[src/rtl/assert_macros.svh]
// ----------------------------------------------------------------------------
// assert_macros.svh
// Shared assertion macros, clocked and reset-qualified.
// ----------------------------------------------------------------------------
`ifndef ASSERT_MACROS_SVH
`define ASSERT_MACROS_SVH

// Property must hold at every clock edge outside reset
`define AMD_ASSERT(name, clk, rst_n, prop) \
    name: assert property (@(posedge clk) disable iff (!rst_n) prop) \
        else $error("assertion failed");

// Condition must never be true outside reset
`define AMD_ASSERT_NEVER(name, clk, rst_n, cond) \
    name: assert property (@(posedge clk) disable iff (!rst_n) !(cond)) \
        else $error("forbidden condition seen");

`endif

[src/rtl/amd_pkg.sv]
// ----------------------------------------------------------------------------
// amd_pkg
// Types and constants shared by the moving-average duty-map block.
// ----------------------------------------------------------------------------
package amd_pkg;

    // Window and field widths
    localparam int WINDOW   = 8;
    localparam int SLOT_W   = $clog2(WINDOW);
    localparam int FILL_W   = $clog2(WINDOW + 1);
    localparam int SAMPLE_W = 12;
    localparam int MV_W     = 13;
    localparam int DUTY_W   = 10;
    localparam int SUM_W    = SAMPLE_W + SLOT_W;

    // Divider datapath widths
    localparam int NUM_W    = SUM_W + MV_W;
    localparam int DEN_W    = FILL_W + SAMPLE_W;
    localparam int REM_W    = DEN_W + 1;
    localparam int LVL_Q    = MV_W;
    localparam int DUTY_Q   = DUTY_W;
    localparam int STEP_W   = $clog2(LVL_Q + 1);

    // Arithmetic constants
    localparam logic [SAMPLE_W-1:0] ADC_MAX   = 12'd4095;
    localparam logic [DUTY_W-1:0]   DUTY_FULL = 10'd1000;

    // Register map
    localparam int ADDR_W = 4;
    localparam logic [1:0] REG_FULL_SCALE = 2'd0;
    localparam logic [1:0] REG_LOWER      = 2'd1;
    localparam logic [1:0] REG_UPPER      = 2'd2;
    localparam logic [MV_W-1:0] FULL_SCALE_RST = 13'd3300;
    localparam logic [MV_W-1:0] LOWER_RST      = 13'd1500;
    localparam logic [MV_W-1:0] UPPER_RST      = 13'd2800;

    // Job queue
    localparam int FIFO_DEPTH = 2;
    localparam int FIFO_PTR_W = $clog2(FIFO_DEPTH);
    localparam int FIFO_CNT_W = $clog2(FIFO_DEPTH + 1);

    typedef struct packed {
        logic [NUM_W-1:0] num;
        logic [DEN_W-1:0] den;
    } div_job_t;

    typedef struct packed {
        logic full;
        logic empty;
    } fifo_stat_t;

    typedef enum logic [2:0] {
        BK_IDLE,
        BK_DIV_LVL,
        BK_MAP,
        BK_DIV_DUTY,
        BK_DONE
    } back_state_t;

endpackage

[src/rtl/adc_moving_average_duty_map.sv]
// Each sample is filtered in the front end, queued, and divided by the single shared
// restoring divider: 13 level steps, then 10 duty steps on the linear duty branch;
// the duty divide is skipped when the duty clamps to 0 or 1000. The front end can
// accept a new sample while the divider works, until the two-entry job queue is full.
// Reset: rst_n clears sum, fill count, slot, queue and handshake state;
// registers return to 3300 / 1500 / 2800 mV. No clearing pass is needed.
// ----------------------------------------------------------------------------
// adc_moving_average_duty_map
// ADC moving-average filter with millivolt scaling and clamped duty mapping.
// ----------------------------------------------------------------------------
`include "assert_macros.svh"

module adc_moving_average_duty_map (
    input  logic                          clk,
    input  logic                          rst_n,
    input  logic                          in_valid,
    output logic                          in_ready,
    input  logic [amd_pkg::SAMPLE_W-1:0]  sample,
    output logic                          out_valid,
    input  logic                          out_ready,
    output logic [amd_pkg::MV_W-1:0]      level_mv,
    output logic [amd_pkg::DUTY_W-1:0]    duty_permille,
    input  logic                          psel,
    input  logic                          penable,
    input  logic                          pwrite,
    input  logic [amd_pkg::ADDR_W-1:0]    paddr,
    input  logic [31:0]                   pwdata,
    output logic [31:0]                   prdata,
    output logic                          pready
);

    logic [amd_pkg::MV_W-1:0] full_scale_reg;
    logic [amd_pkg::MV_W-1:0] lower_reg;
    logic [amd_pkg::MV_W-1:0] upper_reg;
    logic                     cfg_wr;

    logic                 push;
    logic                 pop;
    amd_pkg::div_job_t    push_job;
    amd_pkg::div_job_t    pop_job;
    amd_pkg::fifo_stat_t  fifo_stat;

    // Register port
    assign pready = 1'b1;
    assign cfg_wr = psel && penable && pwrite && pready;

    always_ff @(posedge clk or negedge rst_n)
    begin
        if (!rst_n)
        begin
            full_scale_reg <= amd_pkg::FULL_SCALE_RST;
            lower_reg      <= amd_pkg::LOWER_RST;
            upper_reg      <= amd_pkg::UPPER_RST;
        end
        else if (cfg_wr)
        begin
            unique case (paddr[3:2])
                amd_pkg::REG_FULL_SCALE: full_scale_reg <= pwdata[amd_pkg::MV_W-1:0];
                amd_pkg::REG_LOWER:      lower_reg      <= pwdata[amd_pkg::MV_W-1:0];
                amd_pkg::REG_UPPER:      upper_reg      <= pwdata[amd_pkg::MV_W-1:0];
                default:                 ;
            endcase
        end
    end

    // Read back
    always_comb
    begin
        unique case (paddr[3:2])
            amd_pkg::REG_FULL_SCALE: prdata = 32'(full_scale_reg);
            amd_pkg::REG_LOWER:      prdata = 32'(lower_reg);
            amd_pkg::REG_UPPER:      prdata = 32'(upper_reg);
            default:                 prdata = '0;
        endcase
    end

    // Front end: ring, sum, job build
    amd_front u_front (
        .clk           (clk),
        .rst_n         (rst_n),
        .in_valid      (in_valid),
        .in_ready      (in_ready),
        .sample        (sample),
        .full_scale_mv (full_scale_reg),
        .push          (push),
        .push_job      (push_job),
        .fifo_full     (fifo_stat.full)
    );

    // Job queue
    amd_fifo u_fifo (
        .clk      (clk),
        .rst_n    (rst_n),
        .push     (push),
        .push_job (push_job),
        .pop      (pop),
        .pop_job  (pop_job),
        .stat     (fifo_stat)
    );

    // Back end: divider and duty map
    amd_back u_back (
        .clk           (clk),
        .rst_n         (rst_n),
        .stat          (fifo_stat),
        .pop_job       (pop_job),
        .pop           (pop),
        .lower_mv      (lower_reg),
        .upper_mv      (upper_reg),
        .out_valid     (out_valid),
        .out_ready     (out_ready),
        .level_mv      (level_mv),
        .duty_permille (duty_permille)
    );

    // Checks
    `AMD_ASSERT(a_duty_range, clk, rst_n, out_valid |-> (duty_permille <= 10'd1000))
    `AMD_ASSERT(a_level_range, clk, rst_n, out_valid |-> (level_mv <= full_scale_reg))
    `AMD_ASSERT_NEVER(a_queue_overflow, clk, rst_n, push && fifo_stat.full)
    `AMD_ASSERT_NEVER(a_queue_underflow, clk, rst_n, pop && fifo_stat.empty)

endmodule

[src/rtl/amd_fifo.sv]
// ----------------------------------------------------------------------------
// amd_fifo
// Short job queue between the sample front end and the divider back end.
// ----------------------------------------------------------------------------
module amd_fifo (
    input  logic               clk,
    input  logic               rst_n,
    input  logic               push,
    input  amd_pkg::div_job_t  push_job,
    input  logic               pop,
    output amd_pkg::div_job_t  pop_job,
    output amd_pkg::fifo_stat_t stat
);

    amd_pkg::div_job_t mem [amd_pkg::FIFO_DEPTH];

    logic [amd_pkg::FIFO_PTR_W-1:0] wr_ptr_reg, wr_ptr_next;
    logic [amd_pkg::FIFO_PTR_W-1:0] rd_ptr_reg, rd_ptr_next;
    logic [amd_pkg::FIFO_CNT_W-1:0] cnt_reg, cnt_next;

    // Storage
    always_ff @(posedge clk)
    begin
        if (push)
        begin
            mem[wr_ptr_reg] <= push_job;
        end
    end

    assign pop_job    = mem[rd_ptr_reg];
    assign stat.full  = (cnt_reg == amd_pkg::FIFO_CNT_W'(amd_pkg::FIFO_DEPTH));
    assign stat.empty = (cnt_reg == '0);

    // Pointer and occupancy update
    always_comb
    begin
        wr_ptr_next = wr_ptr_reg;
        rd_ptr_next = rd_ptr_reg;
        cnt_next    = cnt_reg;
        if (push)
        begin
            wr_ptr_next = (wr_ptr_reg == amd_pkg::FIFO_PTR_W'(amd_pkg::FIFO_DEPTH - 1))
                        ? '0 : wr_ptr_reg + 1'b1;
        end
        if (pop)
        begin
            rd_ptr_next = (rd_ptr_reg == amd_pkg::FIFO_PTR_W'(amd_pkg::FIFO_DEPTH - 1))
                        ? '0 : rd_ptr_reg + 1'b1;
        end
        if (push && !pop)
        begin
            cnt_next = cnt_reg + 1'b1;
        end
        else if (pop && !push)
        begin
            cnt_next = cnt_reg - 1'b1;
        end
    end

    always_ff @(posedge clk or negedge rst_n)
    begin
        if (!rst_n)
        begin
            wr_ptr_reg <= '0;
            rd_ptr_reg <= '0;
            cnt_reg    <= '0;
        end
        else
        begin
            wr_ptr_reg <= wr_ptr_next;
            rd_ptr_reg <= rd_ptr_next;
            cnt_reg    <= cnt_next;
        end
    end

endmodule

[src/rtl/amd_front.sv]
// ----------------------------------------------------------------------------
// amd_front
// Sample ring, running sum and fill count; builds one divide job per beat.
// ----------------------------------------------------------------------------
module amd_front (
    input  logic                          clk,
    input  logic                          rst_n,
    input  logic                          in_valid,
    output logic                          in_ready,
    input  logic [amd_pkg::SAMPLE_W-1:0]  sample,
    input  logic [amd_pkg::MV_W-1:0]      full_scale_mv,
    output logic                          push,
    output amd_pkg::div_job_t             push_job,
    input  logic                          fifo_full
);

    logic [amd_pkg::SAMPLE_W-1:0] ring_mem [amd_pkg::WINDOW];

    logic [amd_pkg::SUM_W-1:0]  sum_reg,  sum_next;
    logic [amd_pkg::SLOT_W-1:0] slot_reg, slot_next;
    logic [amd_pkg::FILL_W-1:0] fill_reg, fill_next;
    logic                       pend_reg, pend_next;

    logic                         accept;
    logic                         ring_full;
    logic [amd_pkg::SAMPLE_W-1:0] old_sample;

    assign in_ready   = !pend_reg;
    assign accept     = in_valid && in_ready;
    assign ring_full  = (fill_reg == amd_pkg::FILL_W'(amd_pkg::WINDOW));
    assign old_sample = ring_mem[slot_reg];

    // Ring write
    always_ff @(posedge clk)
    begin
        if (accept)
        begin
            ring_mem[slot_reg] <= sample;
        end
    end

    // Running sum, slot and fill update
    always_comb
    begin
        sum_next  = sum_reg;
        slot_next = slot_reg;
        fill_next = fill_reg;
        pend_next = pend_reg;
        if (accept)
        begin
            sum_next  = sum_reg - (ring_full ? amd_pkg::SUM_W'(old_sample) : '0)
                      + amd_pkg::SUM_W'(sample);
            slot_next = (slot_reg == amd_pkg::SLOT_W'(amd_pkg::WINDOW - 1))
                      ? '0 : slot_reg + 1'b1;
            if (!ring_full)
            begin
                fill_next = fill_reg + 1'b1;
            end
            pend_next = 1'b1;
        end
        else if (push)
        begin
            pend_next = 1'b0;
        end
    end

    // Job: numerator sum*full_scale, denominator fill*4095
    assign push          = pend_reg && !fifo_full;
    assign push_job.num  = amd_pkg::NUM_W'(sum_reg) * amd_pkg::NUM_W'(full_scale_mv);
    assign push_job.den  = amd_pkg::DEN_W'(fill_reg) * amd_pkg::DEN_W'(amd_pkg::ADC_MAX);

    always_ff @(posedge clk or negedge rst_n)
    begin
        if (!rst_n)
        begin
            sum_reg  <= '0;
            slot_reg <= '0;
            fill_reg <= '0;
            pend_reg <= 1'b0;
        end
        else
        begin
            sum_reg  <= sum_next;
            slot_reg <= slot_next;
            fill_reg <= fill_next;
            pend_reg <= pend_next;
        end
    end

endmodule

[src/rtl/amd_back.sv]
// ----------------------------------------------------------------------------
// amd_back
// Shared restoring divider: level in millivolts, then the duty mapping.
// ----------------------------------------------------------------------------
module amd_back (
    input  logic                        clk,
    input  logic                        rst_n,
    input  amd_pkg::fifo_stat_t         stat,
    input  amd_pkg::div_job_t           pop_job,
    output logic                        pop,
    input  logic [amd_pkg::MV_W-1:0]    lower_mv,
    input  logic [amd_pkg::MV_W-1:0]    upper_mv,
    output logic                        out_valid,
    input  logic                        out_ready,
    output logic [amd_pkg::MV_W-1:0]    level_mv,
    output logic [amd_pkg::DUTY_W-1:0]  duty_permille
);

    amd_pkg::back_state_t state_reg, state_next;

    logic [amd_pkg::REM_W-1:0]  rem_reg,   rem_next;
    logic [amd_pkg::NUM_W-1:0]  nsh_reg,   nsh_next;
    logic [amd_pkg::DEN_W-1:0]  den_reg,   den_next;
    logic [amd_pkg::MV_W-1:0]   quo_reg,   quo_next;
    logic [amd_pkg::STEP_W-1:0] step_reg,  step_next;
    logic [amd_pkg::MV_W-1:0]   level_reg, level_next;
    logic [amd_pkg::DUTY_W-1:0] duty_reg,  duty_next;
    logic                       out_valid_reg, out_valid_next;
    logic [amd_pkg::MV_W-1:0]   out_level_reg, out_level_next;
    logic [amd_pkg::DUTY_W-1:0] out_duty_reg,  out_duty_next;

    logic [amd_pkg::REM_W-1:0]  rem_sh;
    logic [amd_pkg::REM_W-1:0]  rem_step;
    logic                       q_bit;
    logic [amd_pkg::MV_W-1:0]   diff;
    logic [amd_pkg::NUM_W-1:0]  prod;
    logic                       load_out;

    // One divider step: shift in next numerator bit, trial subtract
    assign rem_sh   = {rem_reg[amd_pkg::REM_W-2:0], nsh_reg[amd_pkg::NUM_W-1]};
    assign q_bit    = (rem_sh >= amd_pkg::REM_W'(den_reg));
    assign rem_step = q_bit ? rem_sh - amd_pkg::REM_W'(den_reg) : rem_sh;

    // Span numerator for the linear branch
    assign diff = level_reg - lower_mv;
    assign prod = amd_pkg::NUM_W'(diff) * amd_pkg::NUM_W'(amd_pkg::DUTY_FULL);

    assign out_valid     = out_valid_reg;
    assign level_mv      = out_level_reg;
    assign duty_permille = out_duty_reg;

    // Sequencer
    always_comb
    begin
        state_next     = state_reg;
        rem_next       = rem_reg;
        nsh_next       = nsh_reg;
        den_next       = den_reg;
        quo_next       = quo_reg;
        step_next      = step_reg;
        level_next     = level_reg;
        duty_next      = duty_reg;
        out_level_next = out_level_reg;
        out_duty_next  = out_duty_reg;
        pop            = 1'b0;
        load_out       = 1'b0;

        unique case (state_reg)
            amd_pkg::BK_IDLE:
            begin
                if (!stat.empty)
                begin
                    pop        = 1'b1;
                    // quotient fits LVL_Q bits, so the high part is below den
                    rem_next   = amd_pkg::REM_W'(pop_job.num >> amd_pkg::LVL_Q);
                    nsh_next   = pop_job.num << (amd_pkg::NUM_W - amd_pkg::LVL_Q);
                    den_next   = pop_job.den;
                    quo_next   = '0;
                    step_next  = amd_pkg::STEP_W'(amd_pkg::LVL_Q);
                    state_next = amd_pkg::BK_DIV_LVL;
                end
            end
            amd_pkg::BK_DIV_LVL:
            begin
                if (step_reg != '0)
                begin
                    rem_next  = rem_step;
                    nsh_next  = nsh_reg << 1;
                    quo_next  = {quo_reg[amd_pkg::MV_W-2:0], q_bit};
                    step_next = step_reg - 1'b1;
                end
                else
                begin
                    level_next = quo_reg;
                    state_next = amd_pkg::BK_MAP;
                end
            end
            amd_pkg::BK_MAP:
            begin
                if (level_reg < lower_mv)
                begin
                    duty_next  = '0;
                    state_next = amd_pkg::BK_DONE;
                end
                else if (level_reg >= upper_mv)
                begin
                    duty_next  = amd_pkg::DUTY_FULL;
                    state_next = amd_pkg::BK_DONE;
                end
                else
                begin
                    rem_next   = amd_pkg::REM_W'(prod >> amd_pkg::DUTY_Q);
                    nsh_next   = prod << (amd_pkg::NUM_W - amd_pkg::DUTY_Q);
                    den_next   = amd_pkg::DEN_W'(upper_mv - lower_mv);
                    quo_next   = '0;
                    step_next  = amd_pkg::STEP_W'(amd_pkg::DUTY_Q);
                    state_next = amd_pkg::BK_DIV_DUTY;
                end
            end
            amd_pkg::BK_DIV_DUTY:
            begin
                if (step_reg != '0)
                begin
                    rem_next  = rem_step;
                    nsh_next  = nsh_reg << 1;
                    quo_next  = {quo_reg[amd_pkg::MV_W-2:0], q_bit};
                    step_next = step_reg - 1'b1;
                end
                else
                begin
                    duty_next  = quo_reg[amd_pkg::DUTY_W-1:0];
                    state_next = amd_pkg::BK_DONE;
                end
            end
            amd_pkg::BK_DONE:
            begin
                if (!out_valid_reg || out_ready)
                begin
                    load_out       = 1'b1;
                    out_level_next = level_reg;
                    out_duty_next  = duty_reg;
                    state_next     = amd_pkg::BK_IDLE;
                end
            end
            default:
            begin
                state_next = amd_pkg::BK_IDLE;
            end
        endcase
    end

    // Output register
    always_comb
    begin
        out_valid_next = out_valid_reg;
        if (load_out)
        begin
            out_valid_next = 1'b1;
        end
        else if (out_ready)
        begin
            out_valid_next = 1'b0;
        end
    end

    always_ff @(posedge clk or negedge rst_n)
    begin
        if (!rst_n)
        begin
            state_reg     <= amd_pkg::BK_IDLE;
            step_reg      <= '0;
            out_valid_reg <= 1'b0;
        end
        else
        begin
            state_reg     <= state_next;
            step_reg      <= step_next;
            out_valid_reg <= out_valid_next;
        end
    end

    // Datapath registers
    always_ff @(posedge clk)
    begin
        rem_reg       <= rem_next;
        nsh_reg       <= nsh_next;
        den_reg       <= den_next;
        quo_reg       <= quo_next;
        level_reg     <= level_next;
        duty_reg      <= duty_next;
        out_level_reg <= out_level_next;
        out_duty_reg  <= out_duty_next;
    end

endmodule

[config.mk]
export PLATFORM = sky130hd
export DESIGN_NAME = adc_moving_average_duty_map
export DESIGN_NICKNAME = d
export VERILOG_FILES = /design/src/rtl/amd_pkg.sv /design/src/rtl/adc_moving_average_duty_map.sv /design/src/rtl/amd_fifo.sv /design/src/rtl/amd_front.sv /design/src/rtl/amd_back.sv
export VERILOG_INCLUDE_DIRS = /design/src /design/src/rtl
export SDC_FILE = /design/constraint.sdc
export NUM_CORES = 1
export LEC_CHECK = 0
export ABC_CLOCK_PERIOD_IN_PS = 17100
export BUFFER_PORTS_ARGS = -buffer_cell sky130_fd_sc_hd__buf_2
export CAP_MARGIN = 20
export CORE_MARGIN = 2
export CORE_UTILIZATION = 40
export DETAILED_ROUTE_END_ITERATION = 6
export PLACE_DENSITY_LB_ADDON = 0.12
export SLEW_MARGIN = 20
export SYNTH_ARGS = -nofsm -noshare
export SYNTH_HDL_FRONTEND = slang
export SYNTH_SLANG_ARGS = --single-unit
[constraint.sdc]
create_clock -name clk -period 17.1 [get_ports clk]
set_clock_uncertainty 0.1 [all_clocks]
set_input_delay 0.855 -clock clk [delete_from_list [all_inputs] [get_ports clk]]
set_output_delay 0.855 -clock clk [all_outputs]
set_load 0.01 [all_outputs]
**Word-level counts from Yosys, hierarchy flattened**

Memories as Yosys holds them, arrays and structs flattened.
Cells that the tools add are included.

- Multiply operators: 3
- Equal/unequal tests: 17
- Mux-type cells: 55
- Magnitude comparators: 3
- Add/sub/neg operators: 12
- Bitwise operators: 2
- Reduce and logical (&&, ||, !) cells: 33

Operators with widths:

| kind | number |
|---|---|
| $mux 16 | 8 |
| $mux 28 | 4 |
| $pmux 28 s3 | 1 |
| $pmux 13 s3 | 2 |
| $mux 13 | 4 |
| $pmux 16 s3 | 1 |
| $pmux 16 s2 | 1 |
| $mux 10 | 3 |
| $mul 15x13->28 | 1 |
| $mux 3 | 7 |
| $mul 13x7->20 const B | 1 |
| $pmux 10 s2 | 1 |
| $ge 17x16->1 | 1 |
| $mul 4x12->16 const B | 1 |
| $mux 4 | 4 |
| $sub 16x16->16 | 1 |
| $add 15x12->15 | 1 |
| $pmux 3 s5 | 1 |
| $sub 15x15->15 | 1 |
| $mux 1 | 14 |
| $sub 13x13->14 | 1 |
| $ge 13x13->1 | 1 |
| $lt 13x13->1 | 1 |
| $sub 13x13->13 | 1 |
| other kinds (32) | 63 |

- Word-level logic and storage cells: 148
- RAM bits: 184
- Bits of input ports: 55
- Memories: 2
- Bits in registers: 193
- Output and inout port bits: 58

Memory list:

| name | depth | width | rd ports | clocked after Yosys merged registers in | write ports | RTL line | text |
|---|---|---|---|---|---|---|---|
| u_front.ring_mem | 8 | 12 | 1 | 0 | 1 | amd_front.sv:17 | `logic [amd_pkg::SAMPLE_W-1:0] ring_mem [amd_pkg::WINDOW];` |
| u_fifo.mem | 2 | 44 | 1 | 0 | 1 | amd_fifo.sv:15 | `amd_pkg::div_job_t mem [amd_pkg::FIFO_DEPTH];` |

**Longest topological paths before layout**

Gate-level depths: netlist of run 1.

- Depth in word-level cells: 7
- Depth in mapped cells: 26
- Gate-level depth less buffers: 26

**By module**

Synthesis of run 1 repeated with hierarchy kept, for this count alone.

- Cell total of the unflattened synthesis: 2519
- Area total of the unflattened synthesis: 27637.8 um2

By module, submodules not included:

| module | instances | sequential area each (um2) | cells an instance | area each (um2) |
|---|---|---|---|---|
| amd_front | 1 | 3458.3 | 1326 | 13018.7 |
| amd_back | 1 | 3323.2 | 888 | 9092.5 |
| amd_fifo | 1 | 2742.6 | 153 | 3562.2 |
| adc_moving_average_duty_map | 1 | 999.7 | 152 | 1964.4 |

**Worst setup path after synthesis of run 1**

No wires, ideal clock.

- Kind: reg-to-reg
- Start: register lower_reg[1] (netlist bit)
- End: register u_back.rem_reg[11] (netlist bit) (data pin)
- Arrival: 5546 ps
- Required time: 16725 ps
- Path buffers: 0
- Path slack: 11179 ps
- Clock period less this slack: 5921 ps
- Library setup time: 275 ps
- Cell stages (with the launch flop): 25
- Cell sequence: dfrtp_1 inv_1 ha_1 nor2b_1 o2111ai_1 nand2_1 o21ai_1 nand2b_1 a21oi_1 xnor2_1 ha_1 inv_1 xnor2_1 fa_1 fa_1 fa_1 inv_1 ha_1 and4_1 o31ai_1 o21ai_1 o41ai_1 o21ai_0 xnor2_1 o221ai_1

- Word-level cells in the longest chain between the ends: 5

Ends and longest elaborated chain:

| what | RTL line | text |
|---|---|---|
| start, declared | adc_moving_average_duty_map.sv:33 | `logic [amd_pkg::MV_W-1:0] lower_reg;` |
| start signal, assigned | adc_moving_average_duty_map.sv:52 | `lower_reg <= amd_pkg::LOWER_RST;` |
| start signal, assigned | adc_moving_average_duty_map.sv:59 | `amd_pkg::REG_LOWER: lower_reg <= pwdata[amd_pkg::MV_W-1:0];` |
| $sub 13x13->13 | amd_back.sv:45 | `assign diff = level_reg - lower_mv;` |
| $mul 13x7->20 | amd_back.sv:46 | `assign prod = amd_pkg::NUM_W'(diff) * amd_pkg::NUM_W'(amd_pkg::DUTY_FULL);` |
| $mux 16 | amd_back.sv:105 | `else if (level_reg >= upper_mv)` |
| $mux 16 | amd_back.sv:100 | `if (level_reg < lower_mv)` |
| $pmux 16 s3 | amd_back.sv:68 | `unique case (state_reg)` |
| net u_back.rem_next, one bit | amd_back.sv:21 | `logic [amd_pkg::REM_W-1:0] rem_reg, rem_next;` |
| end signal, assigned | amd_back.sv:185 | `rem_reg <= rem_next;` |
| end, declared | amd_back.sv:21 |  |

The timed path passes the listed nets, and every way through them passes these cells. The select of a mux whose other input is x is not followed.
A chain may end at the register's enable or synchronous reset.

**Final worst setup path of run 1**

Same ends and word-level chain as after synthesis.

==> impl_metrics.csv, run 1 <==
group,metric,value,unit
run_status,run_status,"finished, final reports clean",
sta,relSlewSlack,33.1,%
sta,setup_tns,0,ps
clocking,ctsResizeCount,0,
critical_path,r2r_setup_slack,10070,ps
place,gp_congestion,0.823,
sta,holdWs,158,ps
yosys,synthCells,2452,
grt,grt_pass1_wl,101,mm
drt,via_count,17400,
critical_path,r2r_start,"lower_reg[1]",
cells_and_area,regArea,10500,sq um
clocking,clock_sinks,362,
sta,rsz0062_at_grt,"no",
sta,post-route-period-util,41.1,%
drt,wl,62.8,mm
cells_and_area,fin_util,44.6,%
floorplan,initial_core_util,40.4,%
clocking,cts_setup_buffers,0,
grt,grt_max_degree,51,
floorplan,fp.dieH,262,um
yosys,yosys.area.top_type_share,32.6,%
sta,period_needed,7030,ps
floorplan,dieArea,68500,sq um
critical_path,worstPathMaxFanout,7,
cells_and_area,nets,2969,
yosys,netlist_top_cells_area,"edfxtp_1 (33%), fa_1 (15%), ha_1 (9.5%), inv_1 (5.3%), dfrtp_1 (5.2%)",
run,cap_violations,0,
cells_and_area,top_register,"u_front.ring_mem",
yosys,async_flop_share,20.4,%
yosys,netlist_area,26500,sq um
drt,drc,0,
yosys,ys.flop_type,"edfxtp_1",
critical_path,reg2reg_depth,22,
critical_path,r2r_end,"u_back.rem_reg[11]",
grt,grtUsageTotal,18.9,%
cells_and_area,nFillCells,6173,
floorplan,die_w,262,um
critical_path,critical_path_class,"register to register",
grt,grt_overflow,0,
floorplan,core_area,65700,sq um
grt,antenna_found_initial,1,
drt,drt_iter0_markers,991,
yosys,yosysTopAreaCell,"edfxtp_1",
yosys,synth_seq_area_share,39.6,%
drt,drtPass1Iterations,5,
clocking,h-tree-depth,2,
cells_and_area,largest_registers,"u_front.ring_mem (96), u_fifo.mem (88)",
clocking,clk_pin_slew,60,ps
clocking,cts_inserted_buffers,42,
clocking,clock_latency,580,ps
place,io_buffers,71,
clocking,cts_root_buffer,"clkbuf_16",
cells_and_area,multi_input_area,14300,sq um
critical_path,cp.required,17290,ps
cells_and_area,largest_register_ffs,96,
yosys,yosys.cell_types.count,78,
drt,via_per_inst,5.11,
clocking,cts_hold_buf,0,
cells_and_area,diodes,0,
yosys,yosys_warnings,0,
floorplan,ioPinCount,113,
yosys,ys_ff_latch,362,
sta,report.final.slew_viol_count,0,
floorplan,rows,94,
sta,max_freq,142,MHz
critical_path,start_kind,"register",
drt,wl_per_cell,18.4,um
sta,worstMarginPinSlew,1000,ps
sta,finalHoldViolCount,0,
yosys,synth-edff-count,288,
critical_path,arrival,7220,ps
cells_and_area,syn_to_final_growth,10.3,%
drt,ant_nets,0,
cells_and_area,drive_above_1_share,10.3,%
grt,grt_pass1_vias,17800,
clocking,tritoncts,"done",
critical_path,end_kind,"register",
sta,setup_viol,0,
min_path,hold_class,"input pin to asynchronous set/reset pin",
yosys,syn_avg_cell_area,10.8,sq um
clocking,cts_buffer_depth,3,
place,place_hpwl,47.6,mm
worst max path at each step:
stage	from	end	slack, ps
floorplan	lower_reg[1]	u_back.rem_reg[11]	11180
global placement	lower_reg[1]	u_back.rem_reg[11]	10180
CTS	lower_reg[1]	u_back.rem_reg[11]	10110
global route	lower_reg[1]	u_back.rem_reg[11]	9690
detailed placement	lower_reg[1]	u_back.rem_reg[11]	10130
finish	lower_reg[1]	u_back.rem_reg[11]	10070
kinds of logic after synthesis:
kind of cell    count (synthesis)  synth area share, %
compound gates                366                 9.01
xor+xnor                      106                 3.53
fa+ha+maj                     405                 24.7
buf+inv                       474                 7.01
flops                         362                 39.6
mux                           119                 5.02
other cells                     2               0.0283
simple gates                  618                 11.1
metal layers:
| metal | vias up | share of wire, % | global-route usage [%] |
|---|---|---|---|
| li1 | 8355 | - | - |
| met1 | 8716 | 48 | 27.4 |
| met2 | 281 | 45 | 29.6 |
| met3 | 68 | 3.9 | 2.42 |
| met4 | 0 | 2.7 | 5.48 |
| met5 | - | 0 | 0 |
worst max-delay path, stage by stage (launching register included):
cell,delay (ps)
dfrtp_1,560
inv_1,190
ha_1,320
nor2b_1,170
o2111ai_1,190
nand2_1,150
nor2_1,60
xnor2_1,690
ha_1,420
xnor2_1,220
fa_1,470
fa_1,540
fa_1,530
inv_1,40
ha_1,370
a21oi_1,180
nor2b_1,60
o31ai_1,230
o21ai_1,150
o41ai_1,460
o21ai_0,220
xnor2_1,260
o221ai_1,180
through the flow:
stage               cell area (sq um)  worst slack (ps)  std cells
floorplan                       26600             11180       2470
global placement                27900             10180       3333
detailed placement              27900             10130       3333
CTS                             29300             10110       3411
global route                    29300              9690       3411
finish                          29300             10070       3411
layout by cell type, fill, tap and decap left out, types with 53 or more instances in the layout:
cell type / instances
ha_1: 202
a21oi_1: 91
buf_2: 70
fa_1: 199
inv_1: 372
xnor2_1: 78
o21ai_0: 92
dfrtp_1: 53
and2_1: 108
mux2i_1: 77
nand2_1: 228
edfxtp_1: 288
nor2_1: 115
cell type report:
class / instances / share of cell area, %
clock buffer: 50 / 3.76
tap: 864 / 3.69
inverter: 373 / 4.78
sequential: 362 / 35.9
clock inverter: 28 / 1.04
multi-input combinational: 1634 / 48.8
timing repair buffer: 100 / 1.96
synthesized netlist by cell type (all sizes together) (8+ instances only):
library cell  count
a31oi            14
and2            109
inv             373
a22oi             8
mux2i            77
nor3             34
nand3            31
a211oi           19
mux2             34
o31ai            10
a21oi            94
o221ai            9
nor2            117
nor2b            23
clkbuf           76
nand4             9
fa              199
a21o             23
xor2             27
mux4              8
o41ai             9
dfrtp            55
o21bai           10
or3              11
buf              25
o21ai           106
o21a             17
and3             17
xnor2            79
nand2           229
ha              202
nand2b           21
edfxtp          288
o22ai            11
dfstp            19
Power of run 1 is not shown: default switching activity piles up to over one toggle a cycle in this logic, so the estimate is an artifact.
==> run 2, diff against run 1 <==
ABC_CLOCK_PERIOD_IN_PS = 5900   (was 17100)
clock period = 5.9 ns   (was 17.1 ns; I/O delays follow)
==> impl_metrics.csv, run 2 (synthesized netlist as in run 1, its figures left out) <==
group,metric,value,unit
critical_path,critical_path_class,"register to register",
sta,relSlewSlack,35.2,%
drt,top_layer,"met4",
sta,finalWorstSetupSlack,59.5,ps
drt,drt-met1-wl,31.0,mm
clocking,cts_root_buffer,"clkbuf_16",
run_status,run_status,"finished, final reports clean",
cells_and_area,diodes,0,
grt,grtUsageTotal,19.9,%
place,dpl_worst_slack,-226,ps
cells_and_area,top_register,"u_front.ring_mem",
sta,max_freq,171,MHz
clocking,clock_sinks,362,
place,place_hpwl,51.5,mm
critical_path,r2r_start,"lower_reg[0]",
place,io_buffers,71,
min_path,hold_class,"input pin to asynchronous set/reset pin",
drt,drt_iter0_markers,1105,
cells_and_area,nFillCells,6038,
critical_path,r2r_setup_slack,60,ps
cells_and_area,fin_util,47.8,%
clocking,clk_pin_slew,60,ps
sta,report.final.slew_viol_count,0,
drt,drc,0,
drt,wl_per_cell,18.6,um
cells_and_area,nets,3167,
floorplan,ioPinCount,113,
sta,rsz0062_at_grt,"yes",
critical_path,cp.required,6100,ps
drt,via_count,18100,
grt,antenna_found_initial,3,
floorplan,initial_core_util,40.4,%
cells_and_area,largest_registers,"u_front.ring_mem (96), u_fifo.mem (88)",
critical_path,arrival,6050,ps
floorplan,die_w,262,um
sta,finalHoldViolCount,0,
sta,period_needed,5840,ps
grt,grt_overflow,0,
cells_and_area,largest_register_ffs,96,
floorplan,fp.dieH,262,um
critical_path,r2r_end,"u_back.rem_reg[12]",
clocking,cts_buffer_depth,3,
cells_and_area,layout_commonest_cell,"inv_1",
clocking,tritoncts,"done",
drt,via_per_inst,5.02,
sta,setup_viol,0,
drt,drtPass1Iterations,6,
critical_path,worstPathMaxFanout,3,
floorplan,rows,94,
cells_and_area,final_cell_mix,"inv_1 (360), edfxtp_1 (288), nand2_1 (224), fa_1 (196), ha_1 (189)",
floorplan,core_area,65700,sq um
clocking,h-tree-depth,2,
grt,grt_pass1_vias,18700,
cells_and_area,drive_above_1_share,18.4,%
drt,met3_length,2.63,mm
run,cap_violations,0,
clocking,clock_latency,580,ps
grt,grt_pass1_wl,106,mm
drt,wl_met2,32.1,mm
grt,grt_max_degree,46,
drt,wl,67.0,mm
drt,ant_nets,0,
clocking,cts_inserted_buffers,43,
place,gp_congestion,0.848,
floorplan,dieArea,68500,sq um
critical_path,reg2reg_depth,26,
critical_path,end_kind,"register",
critical_path,start_kind,"register",
sta,worstMarginPinSlew,970,ps
sta,post-route-period-util,99.0,%
sta,holdWs,139,ps
cells_and_area,syn_to_final_growth,18.3,%
[run 2: changes by cell type in the layout (fill, tap and decap cells not counted), sizes merged]
| cell | before | now |
|---|---|---|
| bufinv | 5 | 6 |
| clkinv | 18 | 8 |
| buf | 100 | 269 |
| clkbuf | 50 | 58 |
| inv | 375 | 379 |
| clkinvlp | 3 | 1 |
| dlygate4sd3 | 0 | 28 |
[run 2: worst max path at each step]
stage | from | end | slack (ps) | cells after the start
floorplan | lower_reg[0] | u_back.rem_reg[11] | 10 | 24
global placement | lower_reg[1] | u_back.rem_reg[12] | -210 | 27
detailed placement | lower_reg[1] | u_back.rem_reg[12] | -230 | 27
CTS | lower_reg[2] | u_back.rem_reg[9] | 7 | 29
global route | u_back.level_reg[0] | u_back.rem_reg[12] | -200 | 27
finish | lower_reg[0] | u_back.rem_reg[12] | 60 | 26
[run 2: worst max-delay path, cell delays in order (launching register included)]
cell and delay [ps]:
dfrtp_1 410, ha_4 180, fa_2 360, nor2b_1 120
o21ai_1 70, nand2b_1 100, a21o_1 140, a21oi_2 50
buf_4 140, buf_6 110, xnor2_2 130, ha_1 350
buf_6 140, inv_4 30, fa_1 470, fa_1 530
fa_1 570, inv_2 50, ha_4 270, o21ai_2 60
a21oi_2 140, o41ai_2 100, a211oi_2 240, o21ai_1 130
a21oi_1 190, mux2i_1 250, o211ai_1 120
[run 2: final cells by class]
class | instances | area [sq um] | share of cell area, %
Clock buffer | 58 | 1160 | 3.70
Tap cell | 864 | 1080 | 3.44
Inverter | 373 | 1400 | 4.47
Timing Repair Buffer | 297 | 2210 | 7.04
Sequential cell | 362 | 10500 | 33.5
Multi-Input combinational cell | 1634 | 14700 | 46.9
Clock inverter | 21 | 298 | 0.948
[run 2: timing repair]
action                                  4_1_cts  5_1_grt
gates cloned                                  0        0
pin swaps                                    25       47
endpoints found under the setup margin       12       19
endpoints found under the hold margin       167        0
buffers inserted                              4       15
resized for setup                            29       66
hold buffers                                 28        0
[run 2: routing by layer]
| metal | vias up | track usage, % |
|---|---|---|
| li1 | 8750 | - |
| met1 | 8999 | 28.0 |
| met2 | 295 | 32.9 |
| met3 | 64 | 2.77 |
| met4 | 0 | 4.20 |
| met5 | - | 0 |
[run 2: through the flow]
| stage | TNS [ps] | cell area [sq um] | std cells |
|---|---|---|---|
| 6_report | 0 | 31400 | 3609 |
| 5_1_grt | -753 | 31400 | 3609 |
| 2_1_floorplan | 0 | 26600 | 2470 |
| 3_3_place_gp | -672 | 29100 | 3484 |
| 4_1_cts | 0 | 31000 | 3595 |
| 3_5_place_dp | -760 | 29100 | 3484 |
Power of run 2 is left out for the same reason.
